$ cat src/sv/trigger_threshold_prescale_fsm_assert.svh
// Assertion macros used by the threshold trigger top-level file.
`ifndef TRIGGER_THRESHOLD_PRESCALE_FSM_ASSERT_SVH
`define TRIGGER_THRESHOLD_PRESCALE_FSM_ASSERT_SVH

// The consequent must hold in the same cycle as the antecedent.
`define TTPF_ASSERT_SAME(label, clk, rst_n, ante, cons) \
    label: assert property (@(posedge clk) disable iff (!(rst_n)) (ante) |-> (cons)) \
        else $error("threshold trigger check failed");

// The consequent must hold in the cycle after the antecedent.
`define TTPF_ASSERT_NEXT(label, clk, rst_n, ante, cons) \
    label: assert property (@(posedge clk) disable iff (!(rst_n)) (ante) |=> (cons)) \
        else $error("threshold trigger check failed");

`endif

$ cat src/sv/ttpf_pkg.sv
package ttpf_pkg;

    localparam int STEPS_PER_SAMPLE_DEF = 19;

    localparam int CNT_W = 16;
    localparam logic [CNT_W-1:0] CNT_MAX = {CNT_W{1'b1}};
    localparam logic [CNT_W-1:0] CNT_ONE = {{(CNT_W-1){1'b0}}, 1'b1};

    localparam logic [15:0] PRESCALE_RST  = 16'd0;
    localparam logic [15:0] THRESHOLD_RST = 16'd100;

    localparam int CFG_IDX_W = 1;
    localparam logic [CFG_IDX_W-1:0] CFG_PRESCALE  = 1'd0;
    localparam logic [CFG_IDX_W-1:0] CFG_THRESHOLD = 1'd1;

    typedef logic [2:0] state_t;

    localparam state_t ST_DIS = 3'd0;
    localparam state_t ST_RUN = 3'd1;
    localparam state_t ST_EXC = 3'd2;
    localparam state_t ST_PRE = 3'd3;
    localparam state_t ST_ACT = 3'd4;
    localparam state_t ST_WAI = 3'd5;

    // Machine state carried from sample to sample.
    typedef struct packed {
        state_t           fsm;
        logic [CNT_W-1:0] count;
    } mach_t;

    // Per-sample decisions, fixed for all steps of one sample.
    typedef struct packed {
        logic hi;   // higher priority trigger active
        logic ten;  // trigger enable
        logic thr;  // sum enabled, trigger enabled and sum at or above threshold
        logic rel;  // sum enabled and hysteresis sum below threshold
    } cond_t;

    typedef struct packed {
        logic exc;
        logic act;
    } flags_t;

    function automatic logic [CNT_W-1:0] cnt_sat_inc(input logic [CNT_W-1:0] c);
        logic [CNT_W-1:0] r;
        r = (c == CNT_MAX) ? c : c + {{(CNT_W-1){1'b0}}, 1'b1};
        return r;
    endfunction

endpackage

$ cat src/sv/ttpf_step.sv
// One step of the threshold machine, with the flags of that step.
module ttpf_step (
    input  ttpf_pkg::cond_t                 cond,
    input  ttpf_pkg::mach_t                 mach_in,
    input  logic [ttpf_pkg::CNT_W-1:0]      prescale,
    output ttpf_pkg::mach_t                 mach_out,
    output ttpf_pkg::flags_t                flags
);

    always_comb begin
        mach_out = mach_in;
        flags    = '0;
        case (mach_in.fsm)
            ttpf_pkg::ST_DIS: begin
                mach_out.fsm = ttpf_pkg::ST_RUN;
            end
            ttpf_pkg::ST_RUN: begin
                if (cond.thr) begin
                    flags.exc    = 1'b1;
                    mach_out.fsm = ttpf_pkg::ST_EXC;
                end
            end
            ttpf_pkg::ST_EXC: begin
                flags.exc = 1'b1;
                if (cond.hi) begin
                    mach_out.fsm = ttpf_pkg::ST_WAI;
                end else if (mach_in.count == '0) begin
                    flags.act      = 1'b1;
                    mach_out.count = prescale;
                    mach_out.fsm   = ttpf_pkg::ST_ACT;
                end else begin
                    mach_out.count = mach_in.count - ttpf_pkg::CNT_ONE;
                    mach_out.fsm   = ttpf_pkg::ST_PRE;
                end
            end
            ttpf_pkg::ST_PRE: begin
                if (cond.rel) begin
                    mach_out.fsm = ttpf_pkg::ST_RUN;
                end else if (cond.hi) begin
                    flags.exc      = 1'b1;
                    mach_out.count = ttpf_pkg::cnt_sat_inc(mach_in.count);
                    mach_out.fsm   = ttpf_pkg::ST_WAI;
                end else begin
                    flags.exc = 1'b1;
                end
            end
            ttpf_pkg::ST_ACT: begin
                flags.exc = 1'b1;
                if (!cond.ten) begin
                    mach_out.fsm = ttpf_pkg::ST_WAI;
                end else begin
                    flags.act = 1'b1;
                end
            end
            ttpf_pkg::ST_WAI: begin
                if (cond.rel) begin
                    mach_out.fsm = ttpf_pkg::ST_RUN;
                end else begin
                    flags.exc = 1'b1;
                end
            end
            default: begin
                mach_out.fsm = ttpf_pkg::ST_DIS;
            end
        endcase
    end

endmodule

$ cat src/sv/ttpf_advance.sv
// Closed-form advance of the machine over all but the last step of a sample.
// Every start state reaches either a fixed point or the running state within
// three steps; from running, the run/exceeded/prescaled loop has period three,
// so the step count splits into a quotient and a phase known at elaboration.
module ttpf_advance #(
    parameter int STEPS_PER_SAMPLE = ttpf_pkg::STEPS_PER_SAMPLE_DEF
) (
    input  ttpf_pkg::cond_t                 cond,
    input  ttpf_pkg::mach_t                 mach_in,
    input  logic [ttpf_pkg::CNT_W-1:0]      prescale,
    output ttpf_pkg::mach_t                 mach_out
);

    localparam int K   = STEPS_PER_SAMPLE - 1;
    localparam int KD1 = (K >= 1) ? K - 1 : 0;
    localparam int KD2 = (K >= 2) ? K - 2 : 0;
    localparam int KD3 = (K >= 3) ? K - 3 : 0;
    localparam int Q0 = K / 3;
    localparam int Q1 = KD1 / 3;
    localparam int Q2 = KD2 / 3;
    localparam int Q3 = KD3 / 3;
    localparam int R0 = K % 3;
    localparam int R1 = KD1 % 3;
    localparam int R2 = KD2 % 3;
    localparam int R3 = KD3 % 3;

    logic                          use_run;
    logic [1:0]                    ofs;
    logic [ttpf_pkg::CNT_W-1:0]    run_cnt;
    ttpf_pkg::mach_t               direct;
    logic [ttpf_pkg::CNT_W-1:0]    q_sel;
    logic [1:0]                    r_sel;
    logic                          kz_sel;
    logic                          k1_sel;
    ttpf_pkg::mach_t               from_run;

    // Steps until the running state is entered, or the final state if it never is.
    always_comb begin
        use_run = 1'b0;
        ofs     = 2'd0;
        run_cnt = mach_in.count;
        direct  = mach_in;
        if (K != 0) begin
            case (mach_in.fsm)
                ttpf_pkg::ST_DIS: begin
                    use_run = 1'b1;
                    ofs     = 2'd1;
                end
                ttpf_pkg::ST_RUN: begin
                    use_run = 1'b1;
                end
                ttpf_pkg::ST_WAI: begin
                    use_run = cond.rel;
                    ofs     = 2'd1;
                end
                ttpf_pkg::ST_ACT: begin
                    if (!cond.ten) begin
                        direct.fsm = ttpf_pkg::ST_WAI;
                        if (K >= 2) begin
                            use_run = cond.rel;
                            ofs     = 2'd2;
                        end
                    end
                end
                ttpf_pkg::ST_PRE: begin
                    if (cond.rel) begin
                        use_run = 1'b1;
                        ofs     = 2'd1;
                    end else if (cond.hi) begin
                        direct.fsm   = ttpf_pkg::ST_WAI;
                        direct.count = ttpf_pkg::cnt_sat_inc(mach_in.count);
                    end
                end
                ttpf_pkg::ST_EXC: begin
                    if (cond.hi) begin
                        direct.fsm = ttpf_pkg::ST_WAI;
                        if (K >= 2) begin
                            use_run = cond.rel;
                            ofs     = 2'd2;
                        end
                    end else if (mach_in.count == '0) begin
                        // Reload, then hold active while enabled.
                        direct.fsm   = ttpf_pkg::ST_ACT;
                        direct.count = prescale;
                        run_cnt      = prescale;
                        if (!cond.ten && K >= 2) begin
                            direct.fsm = ttpf_pkg::ST_WAI;
                            if (K >= 3) begin
                                use_run = cond.rel;
                                ofs     = 2'd3;
                            end
                        end
                    end else begin
                        direct.fsm   = ttpf_pkg::ST_PRE;
                        direct.count = mach_in.count - ttpf_pkg::CNT_ONE;
                        run_cnt      = mach_in.count - ttpf_pkg::CNT_ONE;
                        if (K >= 2) begin
                            use_run = cond.rel;
                            ofs     = 2'd2;
                        end
                    end
                end
                default: begin
                    direct.fsm = ttpf_pkg::ST_DIS;
                    if (K >= 2) begin
                        use_run = 1'b1;
                        ofs     = 2'd2;
                    end
                end
            endcase
        end
    end

    // Remaining step count from the running state, as quotient and phase.
    always_comb begin
        case (ofs)
            2'd0: begin
                q_sel  = ttpf_pkg::CNT_W'(Q0);
                r_sel  = 2'(R0);
                kz_sel = (K == 0);
                k1_sel = (K == 1);
            end
            2'd1: begin
                q_sel  = ttpf_pkg::CNT_W'(Q1);
                r_sel  = 2'(R1);
                kz_sel = (KD1 == 0);
                k1_sel = (KD1 == 1);
            end
            2'd2: begin
                q_sel  = ttpf_pkg::CNT_W'(Q2);
                r_sel  = 2'(R2);
                kz_sel = (KD2 == 0);
                k1_sel = (KD2 == 1);
            end
            default: begin
                q_sel  = ttpf_pkg::CNT_W'(Q3);
                r_sel  = 2'(R3);
                kz_sel = (KD3 == 0);
                k1_sel = (KD3 == 1);
            end
        endcase
    end

    // Position after the remaining steps, starting in the running state.
    always_comb begin
        from_run.fsm   = ttpf_pkg::ST_RUN;
        from_run.count = run_cnt;
        if (cond.thr) begin
            if (cond.hi) begin
                if (cond.rel) begin
                    case (r_sel)
                        2'd0:    from_run.fsm = ttpf_pkg::ST_RUN;
                        2'd1:    from_run.fsm = ttpf_pkg::ST_EXC;
                        default: from_run.fsm = ttpf_pkg::ST_WAI;
                    endcase
                end else if (kz_sel) begin
                    from_run.fsm = ttpf_pkg::ST_RUN;
                end else if (k1_sel) begin
                    from_run.fsm = ttpf_pkg::ST_EXC;
                end else begin
                    from_run.fsm = ttpf_pkg::ST_WAI;
                end
            end else if (cond.rel) begin
                // Each pass of the loop takes one off the count until it is spent.
                if (q_sel < run_cnt || (q_sel == run_cnt && r_sel != 2'd2)) begin
                    case (r_sel)
                        2'd0: begin
                            from_run.fsm   = ttpf_pkg::ST_RUN;
                            from_run.count = run_cnt - q_sel;
                        end
                        2'd1: begin
                            from_run.fsm   = ttpf_pkg::ST_EXC;
                            from_run.count = run_cnt - q_sel;
                        end
                        default: begin
                            from_run.fsm   = ttpf_pkg::ST_PRE;
                            from_run.count = run_cnt - q_sel - ttpf_pkg::CNT_ONE;
                        end
                    endcase
                end else begin
                    from_run.fsm   = ttpf_pkg::ST_ACT;
                    from_run.count = prescale;
                end
            end else if (kz_sel) begin
                from_run.fsm = ttpf_pkg::ST_RUN;
            end else if (k1_sel) begin
                from_run.fsm = ttpf_pkg::ST_EXC;
            end else if (run_cnt == '0) begin
                from_run.fsm   = ttpf_pkg::ST_ACT;
                from_run.count = prescale;
            end else begin
                from_run.fsm   = ttpf_pkg::ST_PRE;
                from_run.count = run_cnt - ttpf_pkg::CNT_ONE;
            end
        end
    end

    assign mach_out = use_run ? from_run : direct;

endmodule

$ cat src/sv/trigger_threshold_prescale_fsm.sv
// A sample is registered in the input stage, then its result in the output stage.
// Throughput: one sample per clock while the output is not stalled; all steps of a
// sample are evaluated together in the combinational state and prescale count update.
// Reset: synchronous, active low; clears both stages, puts the machine in the
// disabled state with a zero count, prescale to 0 and threshold to 100.
module trigger_threshold_prescale_fsm #(
    parameter int STEPS_PER_SAMPLE = ttpf_pkg::STEPS_PER_SAMPLE_DEF
) (
    input  logic                              aclk,
    input  logic                              aresetn,

    // Configuration write port.
    input  logic                              cfg_wr_en,
    input  logic [ttpf_pkg::CFG_IDX_W-1:0]    cfg_index,
    input  logic [15:0]                       cfg_wdata,

    // Sample input. tdata from bit 0: higher_active, trigger_enable,
    // sum_enable, hysteresis_sum[15:0], signal_sum[15:0], zero fill.
    input  logic                              s_tvalid,
    output logic                              s_tready,
    input  logic [39:0]                       s_tdata,

    // Result output. tdata from bit 0: pass_on, fire_active, zero fill.
    output logic                              m_tvalid,
    input  logic                              m_tready,
    output logic [7:0]                        m_tdata
);

    `include "trigger_threshold_prescale_fsm_assert.svh"

    // Configuration registers.
    logic [15:0] prescale_reg;
    logic [15:0] threshold_reg;

    // Input stage: the comparisons against the threshold are taken at the transfer, so
    // the user must change the threshold only while the block is idle; it is not enforced.
    logic             in_valid_reg;
    ttpf_pkg::cond_t  cond_reg;
    ttpf_pkg::cond_t  cond_next;

    // Machine state that carries from one sample to the next.
    ttpf_pkg::mach_t  mach_reg;
    ttpf_pkg::mach_t  mach_next;
    ttpf_pkg::mach_t  mach_last;

    // Output stage.
    logic             out_valid_reg;
    ttpf_pkg::flags_t flags_next;
    logic             pass_on_reg;
    logic             fire_active_reg;

    logic             advance;
    logic             s_xfer;

    // A sample moves to the output stage whenever that stage is empty or being
    // drained; the input side stalls only while it is full and a result waits.
    assign advance  = in_valid_reg && (!out_valid_reg || m_tready);
    assign s_tready = !in_valid_reg || advance;
    assign s_xfer   = s_tvalid && s_tready;

    always_comb begin
        cond_next.hi  = s_tdata[0];
        cond_next.ten = s_tdata[1];
        cond_next.thr = s_tdata[1] && s_tdata[2] && (s_tdata[34:19] >= threshold_reg);
        cond_next.rel = s_tdata[2] && (s_tdata[18:3] < threshold_reg);
    end

    // All steps but the last are folded into one closed-form advance; the
    // last step is evaluated explicitly because it also yields the flags.
    ttpf_advance #(
        .STEPS_PER_SAMPLE (STEPS_PER_SAMPLE)
    ) u_advance (
        .cond     (cond_reg),
        .mach_in  (mach_reg),
        .prescale (prescale_reg),
        .mach_out (mach_last)
    );

    ttpf_step u_step (
        .cond     (cond_reg),
        .mach_in  (mach_last),
        .prescale (prescale_reg),
        .mach_out (mach_next),
        .flags    (flags_next)
    );

    always_ff @(posedge aclk) begin
        if (!aresetn) begin
            prescale_reg   <= ttpf_pkg::PRESCALE_RST;
            threshold_reg  <= ttpf_pkg::THRESHOLD_RST;
            in_valid_reg   <= 1'b0;
            out_valid_reg  <= 1'b0;
            mach_reg.fsm   <= ttpf_pkg::ST_DIS;
            mach_reg.count <= '0;
        end else begin
            if (cfg_wr_en) begin
                case (cfg_index)
                    ttpf_pkg::CFG_PRESCALE:  prescale_reg  <= cfg_wdata;
                    ttpf_pkg::CFG_THRESHOLD: threshold_reg <= cfg_wdata;
                    default: ;
                endcase
            end
            if (s_tready) begin
                in_valid_reg <= s_tvalid;
            end
            if (advance) begin
                out_valid_reg <= 1'b1;
                mach_reg      <= mach_next;
            end else if (m_tready) begin
                out_valid_reg <= 1'b0;
            end
        end
    end

    // Payload registers carry no reset.
    always_ff @(posedge aclk) begin
        if (s_xfer) begin
            cond_reg <= cond_next;
        end
        if (advance) begin
            pass_on_reg     <= flags_next.exc || cond_reg.hi;
            fire_active_reg <= flags_next.act;
        end
    end

    assign m_tvalid = out_valid_reg;
    assign m_tdata  = {6'b0, fire_active_reg, pass_on_reg};

    // A sample taken from the input stage always shows up as a result.
    `TTPF_ASSERT_NEXT(a_advance_fills_out, aclk, aresetn, advance, out_valid_reg)
    // A sample that cannot move on is kept, not dropped.
    `TTPF_ASSERT_NEXT(a_input_held, aclk, aresetn, in_valid_reg && !advance, in_valid_reg)
    // The machine state only moves when a sample is processed.
    `TTPF_ASSERT_NEXT(a_state_stable, aclk, aresetn, !advance, $stable(mach_reg))
    // An active threshold is always exceeded, so it always passes on.
    `TTPF_ASSERT_SAME(a_active_passes, aclk, aresetn, m_tvalid && m_tdata[1], m_tdata[0])
    // With the output stage empty, the input side never stalls.
    `TTPF_ASSERT_SAME(a_ready_when_empty, aclk, aresetn, !out_valid_reg, s_tready)

endmodule
$ cat config.mk
export PLATFORM = sky130hd
export DESIGN_NAME = trigger_threshold_prescale_fsm
export DESIGN_NICKNAME = d
export VERILOG_FILES = /design/src/sv/ttpf_pkg.sv /design/src/sv/ttpf_step.sv /design/src/sv/ttpf_advance.sv /design/src/sv/trigger_threshold_prescale_fsm.sv
export VERILOG_INCLUDE_DIRS = /design/src /design/src/sv
export SDC_FILE = /design/constraint.sdc
export NUM_CORES = 1
export LEC_CHECK = 0
export ABC_AREA = 1
export BUFFER_PORTS_ARGS = -buffer_cell sky130_fd_sc_hd__buf_2
export CELL_PAD_IN_SITES_DETAIL_PLACEMENT = 1
export CELL_PAD_IN_SITES_GLOBAL_PLACEMENT = 2
export CORE_ASPECT_RATIO = 2
export CORE_MARGIN = 5
export CORE_UTILIZATION = 33
export DETAILED_ROUTE_END_ITERATION = 10
export GPL_TIMING_DRIVEN = 1
export PLACE_DENSITY = 0.81
export SLEW_MARGIN = 10
export SYNTH_ARGS = -nofsm -noshare
export SYNTH_HDL_FRONTEND = slang
export SYNTH_SLANG_ARGS = --single-unit
export TNS_END_PERCENT = 20
$ cat constraint.sdc
create_clock -name aclk -period 6.3 [get_ports aclk]
set_input_delay 0.315 -clock aclk [delete_from_list [all_inputs] [get_ports aclk]]
set_output_delay 0.315 -clock aclk [all_outputs]
set_load 0.1 [all_outputs]
After elaboration in Yosys (flattened, before gate mapping)
Cells that the tools add are included.
Widths: inputs -> output; s select.
{"block": "totals", "regBits": 59, "output_inout_bits": 10, "elab_cells": 123}
{"block": "classes", "n_addsub": 7, "order_cmp": 3, "eq_ne": 17, "mux": 57, "bitwise_logic": 1, "n_reduce_logical": 26}
{"cell": "$mux 19", "n": 10}
{"cell": "$mux 16", "n": 9}
{"cell": "$pmux 16 s2", "n": 2}
{"cell": "$sub 16x1->16 const B", "n": 4}
{"cell": "$logic_not 16->1", "n": 3}
{"cell": "$pmux 18 s2", "n": 1}
{"cell": "$add 16x1->16 const B", "n": 2}
{"cell": "$eq 16x16->1 const B", "n": 2}
{"cell": "$mux 3", "n": 9}
{"cell": "$pmux 3 s6", "n": 1}
{"cell": "$eq 3x16->1", "n": 1}
{"cell": "$ge 16x16->1", "n": 1}
{"cell": "$lt 16x16->1", "n": 1}
{"cell": "$lt 3x16->1", "n": 1}
{"cell": "$sub 16x3->16", "n": 1}
{"cell": "$mux 1", "n": 13}
{"cell": "$eq 3x2->1 const B", "n": 4}
{"cell": "$eq 3x3->1 const B", "n": 4}
{"cell": "$pmux 3 s4", "n": 1}
{"cell": "$mux 2", "n": 5}
{"cell": "$pmux 2 s5", "n": 1}
{"cell": "$eq 3x1->1 const B", "n": 2}
{"cell": "$logic_and 1x1->1", "n": 6}
{"cell": "$logic_not 3->1", "n": 2}
{"cell": "other kinds (16)", "n": 25}

Logic depth before layout (Yosys ltp)
{"block": "depth", "depth_word": 19, "mapped_depth": 43, "mapped_depth_nobuf": 40}

Hierarchy
Synthesis repeated with hierarchy kept, for this count alone.
{"block": "unflattened", "hier_cells": 1598, "hier_area_um2": 9306.4}
{"mod": "ttpf_advance", "instances": 1, "cells_each": 838, "area_each_um2": 4489.3}
{"mod": "trigger_threshold_prescale_fsm", "instances": 1, "cells_each": 355, "area_each_um2": 2831.5}
{"mod": "ttpf_step", "instances": 1, "cells_each": 405, "area_each_um2": 1985.7}

Worst setup path before layout
No wires, ideal clock.
{"block": "synth_path", "path_type": "register to register", "from": "register mach_reg[0] in the netlist's numbering", "to": "register mach_reg[9] in the netlist's numbering", "arrival_time_ns": 4.914, "slack_ns": 1.277, "path_stages_with_launch": 43, "path_cell_list": "dfxtp_1 -> inv_2 -> ha_1 -> nand2_4 -> nor2_1 -> nand3_1 -> or4_1 -> nand4_1 -> inv_1 -> ha_1 -> inv_1 -> ha_1 -> inv_1 -> fa_1 -> nand2_4 -> nand2_2 -> nand2_1 -> nand3_1 -> [7 not listed] -> nand2_1 -> nand2_1 -> inv_1 -> ha_1 -> inv_1 -> nor2_1 -> nand2_1 -> nor2_2 -> nand2_1 -> nor2_1 -> nand3_2 -> buf_6 -> nand3_1 -> nand2_1 -> nand2_1 -> nand3b_1 -> nand2_1 -> inv_1"}
{"block": "synth_via", "elab_chain_cells": 19, "elab_cells_between_ends": 59, "classes_between": "add/sub (7); order compare (1); eq/ne (9); mux (35); reduce/logical (7)"}
{"element": "from (decl)", "line_no": "trigger_threshold_prescale_fsm.sv:42", "source": "ttpf_pkg::mach_t mach_reg;"}
{"element": "from (signal assigned)", "line_no": "trigger_threshold_prescale_fsm.sv:108", "source": "mach_reg <= mach_next;"}
{"element": "branches (longest 13 deep; another with $sub 16x1->16)"}
{"element": "$mux 19 (*)", "line_no": "ttpf_advance.sv:198", "source": "assign mach_out = use_run ? from_run : direct;"}
{"element": "$add 16x1->16 / $eq 16x16->1 (equally long branches)", "line_no": "ttpf_pkg.sv:46", "source": "r = (c == CNT_MAX) ? c : c + {{(CNT_W-1){1'b0}}, 1'b1};"}
{"element": "$mux 16", "line_no": "ttpf_pkg.sv:46"}
{"element": "$mux 19", "line_no": "ttpf_step.sv:39", "source": "end else if (cond.hi) begin"}
{"element": "$mux 16", "line_no": "ttpf_step.sv:37", "source": "if (cond.rel) begin"}
{"element": "$pmux 16 s2 (*)", "line_no": "ttpf_step.sv:13", "source": "case (mach_in.fsm)"}
Mark *: on every way between the ends.
A chain may end at the register's enable or synchronous reset.

Worst setup path in the final report
{"block": "layout_path", "from": "register mach_reg[1] in the netlist's numbering", "to": "register mach_reg[0] in the netlist's numbering"}
{"block": "layout_via", "elab_chain_cells": 19, "elab_cells_between_ends": 59, "classes_between": "add/sub (7); order compare (1); eq/ne (9); mux (35); reduce/logical (7)"}
{"element": "$logic_not 16->1", "line_no": "ttpf_advance.sv:81", "source": "end else if (mach_in.count == '0) begin"}
{"element": "$mux 2", "line_no": "ttpf_advance.sv:81"}
{"element": "$mux 2", "line_no": "ttpf_advance.sv:75", "source": "if (cond.hi) begin"}
{"element": "$pmux 2 s5", "line_no": "ttpf_advance.sv:44", "source": "case (mach_in.fsm)"}
{"element": "$logic_not 2->1, or another cell as far along", "line_no": "ttpf_advance.sv:116", "source": "case (ofs)"}
{"element": "$mux 2 / $pmux 2 s2 (equally long branches)", "line_no": "ttpf_advance.sv:116"}
{"element": "$sub 16x3->16, or another cell as far along", "line_no": "ttpf_advance.sv:169, ttpf_advance.sv:173, ttpf_advance.sv:177"}
{"element": "$sub 16x1->16 / $logic_and 1x1->1 (equally long branches)", "line_no": "ttpf_advance.sv:177, ttpf_advance.sv:165"}
{"element": "[3 not listed]"}
{"element": "$mux 16", "line_no": "ttpf_advance.sv:149", "source": "if (cond.hi) begin"}
{"element": "$mux 19", "line_no": "ttpf_advance.sv:148", "source": "if (cond.thr) begin"}
{"element": "$mux 19 (*)", "line_no": "ttpf_advance.sv:198"}
{"element": "$add 16x1->16 / $eq 16x16->1 (equally long branches)", "line_no": "ttpf_pkg.sv:46"}
{"element": "$mux 16", "line_no": "ttpf_pkg.sv:46"}
{"element": "$mux 19", "line_no": "ttpf_step.sv:39"}
{"element": "$mux 16", "line_no": "ttpf_step.sv:37"}
{"element": "$pmux 16 s2 (*)", "line_no": "ttpf_step.sv:13"}
Every way passes the cells marked *; elsewhere a longest branch is shown, timed or not.

==> flow_metrics.env <==
export IMPL_antenna_found_initial=0
export IMPL_drive_above_1_share_pct=20.9
export IMPL_grt_usage_pct=25.7
export IMPL_finalSetupViolations=0
export IMPL_drt_initial_drc_count=329
export IMPL_wl_um=37000
export IMPL_status="finished clean"
export IMPL_slew_violations=0
export IMPL_p_clk_share_pct=21.9
export IMPL_rsz0062_at_grt="true"
export IMPL_grt_pass1_wl_um=57500
export IMPL_detail_route_first_pass_iterations=4
export IMPL_power_net_switching_w=0.00112
export IMPL_ctsHoldBuffers=0
export IMPL_viasPerCell=5.24
export IMPL_die_w_um=124
export IMPL_fin_crit_sh_pct=91.7
export IMPL_crit_path_frequent_cell="nand2_1"
export IMPL_ys_async_sr_fraction_pct=0
export IMPL_post_drt_wl_per_cell_um=19.3
export IMPL_yosys_area_share_adder_pct=6.51
export IMPL_synth_edf_count=6
export IMPL_slowest_delay_ps=530
export IMPL_synthesis_area_um2=8570
export IMPL_yosysWarnings=0
export IMPL_cp_max_fo=5
export IMPL_grt_max_degree=44
export IMPL_synth_mux_area_share_pct=0
export IMPL_cts_tree="done"
export IMPL_cts_root_buffer="clkbuf_16"
export IMPL_synth_top_family_by_area="simple AND/OR/NAND/NOR gates"
export IMPL_yosys_area_share_xor_xnor_pct=2.96
export IMPL_num_nets_final=1682
export IMPL_nFillCells=3567
export IMPL_slew_headroom_pct=35.3
export IMPL_cts_buffers=9
export IMPL_reg2reg_depth=41
export IMPL_tightest_slew_ps=970
export IMPL_synth_compound_area_share_pct=16.6
export IMPL_critPathSlowestCell="fa_1"
export IMPL_cts_htree_levels=3
export IMPL_ir_drop_mv=0.161
export IMPL_ys_ff_latch=59
export IMPL_fin_ws_ps=525
export IMPL_pwr_share_comb_pct=59.8
export IMPL_reg2reg_slack_ps=530
export IMPL_place_gp_congestion=0.964
export IMPL_ys_flop_type="dfxtp_1"
export IMPL_cts_setup_buffers=0
export IMPL_largest_register_ffs=19
export IMPL_regArea_um2=1240
export IMPL_p_int_w=0.00122
export IMPL_seqPwrFrac_pct=18.3
export IMPL_drtAntennaViolNets=0
export IMPL_fmax_mhz=173
export IMPL_preCtsSetupSlack_ps=410
export IMPL_syn_avg_cell_area_um2=5.90
export IMPL_core_area_um2=25700
export IMPL_synth_simple_area_share_pct=45.8
export IMPL_r2r_end="mach_reg[0]"
export IMPL_setup_tns_ps=0
export IMPL_die_h_um=238
export IMPL_diodes=0
export IMPL_port_buffers=60
export IMPL_io_pins=72
export IMPL_min_path_cells=1
export IMPL_hold_viol=0
export IMPL_maxCapViolations=0
export IMPL_hpwl_um=32000
export IMPL_hp_class="in -> reg"
export IMPL_num_rows=83
export IMPL_p_per_area_nw_per_um2=233
export IMPL_min_to="cond_reg[3]"
export IMPL_cts_max_path_buffers=2
export IMPL_area_growth_pct=17.3
export IMPL_swShare_pct=48.0
export IMPL_grt_ovfl_total=0
export IMPL_synth_cells=1453
export IMPL_r2r_start="mach_reg[1]"
export IMPL_clk_latency_ps=350
export IMPL_dieArea_um2=29500
export IMPL_start_kind="register"
export IMPL_period_minus_slack_ps=5770
export IMPL_ys_seq_area_share_pct=14.5
export IMPL_multi_input_area_um2=6200
export IMPL_clkSinkCount=59
export IMPL_arrival_ps=6020
export IMPL_finalClockSkew_ps=5.37
export IMPL_initial_core_util_pct=33.4
export IMPL_cp_data_required_time_ps=6550
export IMPL_grt_pass1_vias=11000
export IMPL_num_vias=10100
export IMPL_synthDistinctLibCells=53
export IMPL_power_leakage_nw=4.87
export IMPL_crit_type="reg -> reg"
export IMPL_drcViolationCount=0
export IMPL_clkTransAtPathRegs_ps=60
export IMPL_hp_start="s_tdata[0]"
export IMPL_cp_end_kind="register"
-- metal layers --
metal / track usage [%] / part of all wire [%] / up-vias
met5: 0 / 0 / -
met3: 2.25 / 2.3 / 143
li1: - / - / 4967
met2: 51.1 / 56 / 237
met4: 21.1 / 9.8 / 0
met1: 21.9 / 31 / 4719
-- timing repair --
action	4_1_cts	5_1_grt
setup endpoints to repair	0	7
endpoints found under the hold margin	0	0
gates resized for setup	0	3
-- critical path, delay by kind of cell (launching register included) --
kind / cells / cell delay (ps)
AOI/OAI and AO/OA: 3 / 310
adders and majority gates: 6 / 1590
buffers and inverters: 11 / 1030
and+or+nand+nor: 21 / 2440
DFF: 1 / 310
-- power groups by stage --
stage	Sequential (W)	Clock, W	Combinational (W)
final	0.000430	0.000513	0.00140
after CTS	0.000430	0.000525	0.00141
after global routing	0.000432	0.000536	0.00155
after floorplan	0.000428	0	0.000920
after global placement	0.000436	0	0.00137
after detailed placement	0.000438	0	0.00140
-- cell usage in the layout (no fill, tap or decap), types with 6 or more instances in the layout --
cell       count
nor2_4        17
nand3_1      131
o21ai_0      114
nor2_2        22
inv_2         11
nand4_1       34
nand2_4       13
buf_2         60
inv_1        171
clkbuf_16      9
nor3_1        11
nor2_1       142
nand3b_1       6
o21ai_1       13
nand2_2       42
edfxtp_1       6
buf_4        116
dfxtp_1       53
ha_1          42
conb_1         6
a21oi_1      100
o211ai_1       9
nand2_1      353
nand3_2       17
xor2_1        27
-- synth_stat cells, types with 5 or more instances --
cell type    n  area (um2)
nand2_4     13         146
nor3_1      11        55.1
ha_1        43         538
inv_2       11        41.3
dfxtp_1     53        1060
clkbuf_1    19        71.3
nor2_1     143         537
inv_1      171         642
a21oi_1    100         500
nor2_2      21         131
o22ai_1      5        31.3
buf_6       17         191
nand3b_1     6        45.0
nand2_2     42         263
buf_2       17        85.1
o21ai_1     13        65.1
o211ai_1     9        67.6
nand2_1    353        1330
buf_4       14         105
nand4_1     34         213
nor2_8       5         100
nand3_1    131         656
nand3_2     17         170
xor2_1      27         236
o21ai_0    114         571
edfxtp_1     6         180
nor2_4      17         191
-- cell type report --
class                      instances  area share (%)
clock buffer                      12            2.55
clock inverter                     4           0.498
inverter                         183            6.85
multi-input combinational       1146            61.7
sequential                        59            12.4
tap                              340            4.23
timing repair buffer             177            11.9
-- logic make-up (layout without fill, tap and decap cells) --
group,Yosys count,after routing
xor gates and xnor gates,29,29
other,1,6
AOI/OAI and AO/OA,263,263
buffers and inverters,253,376
adders and majority gates,44,44
DFF,59,59
and+or+nand+nor,804,804
-- worst max path at each step --
stage / endpoint / slack [ps] / from
floorplan: mach_reg[9] / 1280 / mach_reg[0]
global placement: mach_reg[6] / 550 / mach_reg[7]
detailed placement: mach_reg[0] / 410 / mach_reg[7]
CTS: mach_reg[6] / 390 / mach_reg[7]
global route: mach_reg[8] / -10 / mach_reg[1]
finish: mach_reg[0] / 530 / mach_reg[1]
-- metrics by stage --
| step | power [W] | hold slack, ps | cell area [um2] | utilization, % | cells |
|---|---|---|---|---|---|
| finish | 0.00234 | 157 | 10000 | 39.2 | 1921 |
| global route | 0.00252 | 151 | 10000 | 39.2 | 1921 |
| CTS | 0.00237 | 145 | 10000 | 39.1 | 1921 |
| detailed placement | 0.00184 | 490 | 9730 | 37.9 | 1905 |
| global placement | 0.00181 | 473 | 9730 | 37.9 | 1905 |
| floorplan | 0.00135 | 414 | 8590 | - | 1458 |
No activity file was read; power rests on OpenSTA's default activity.
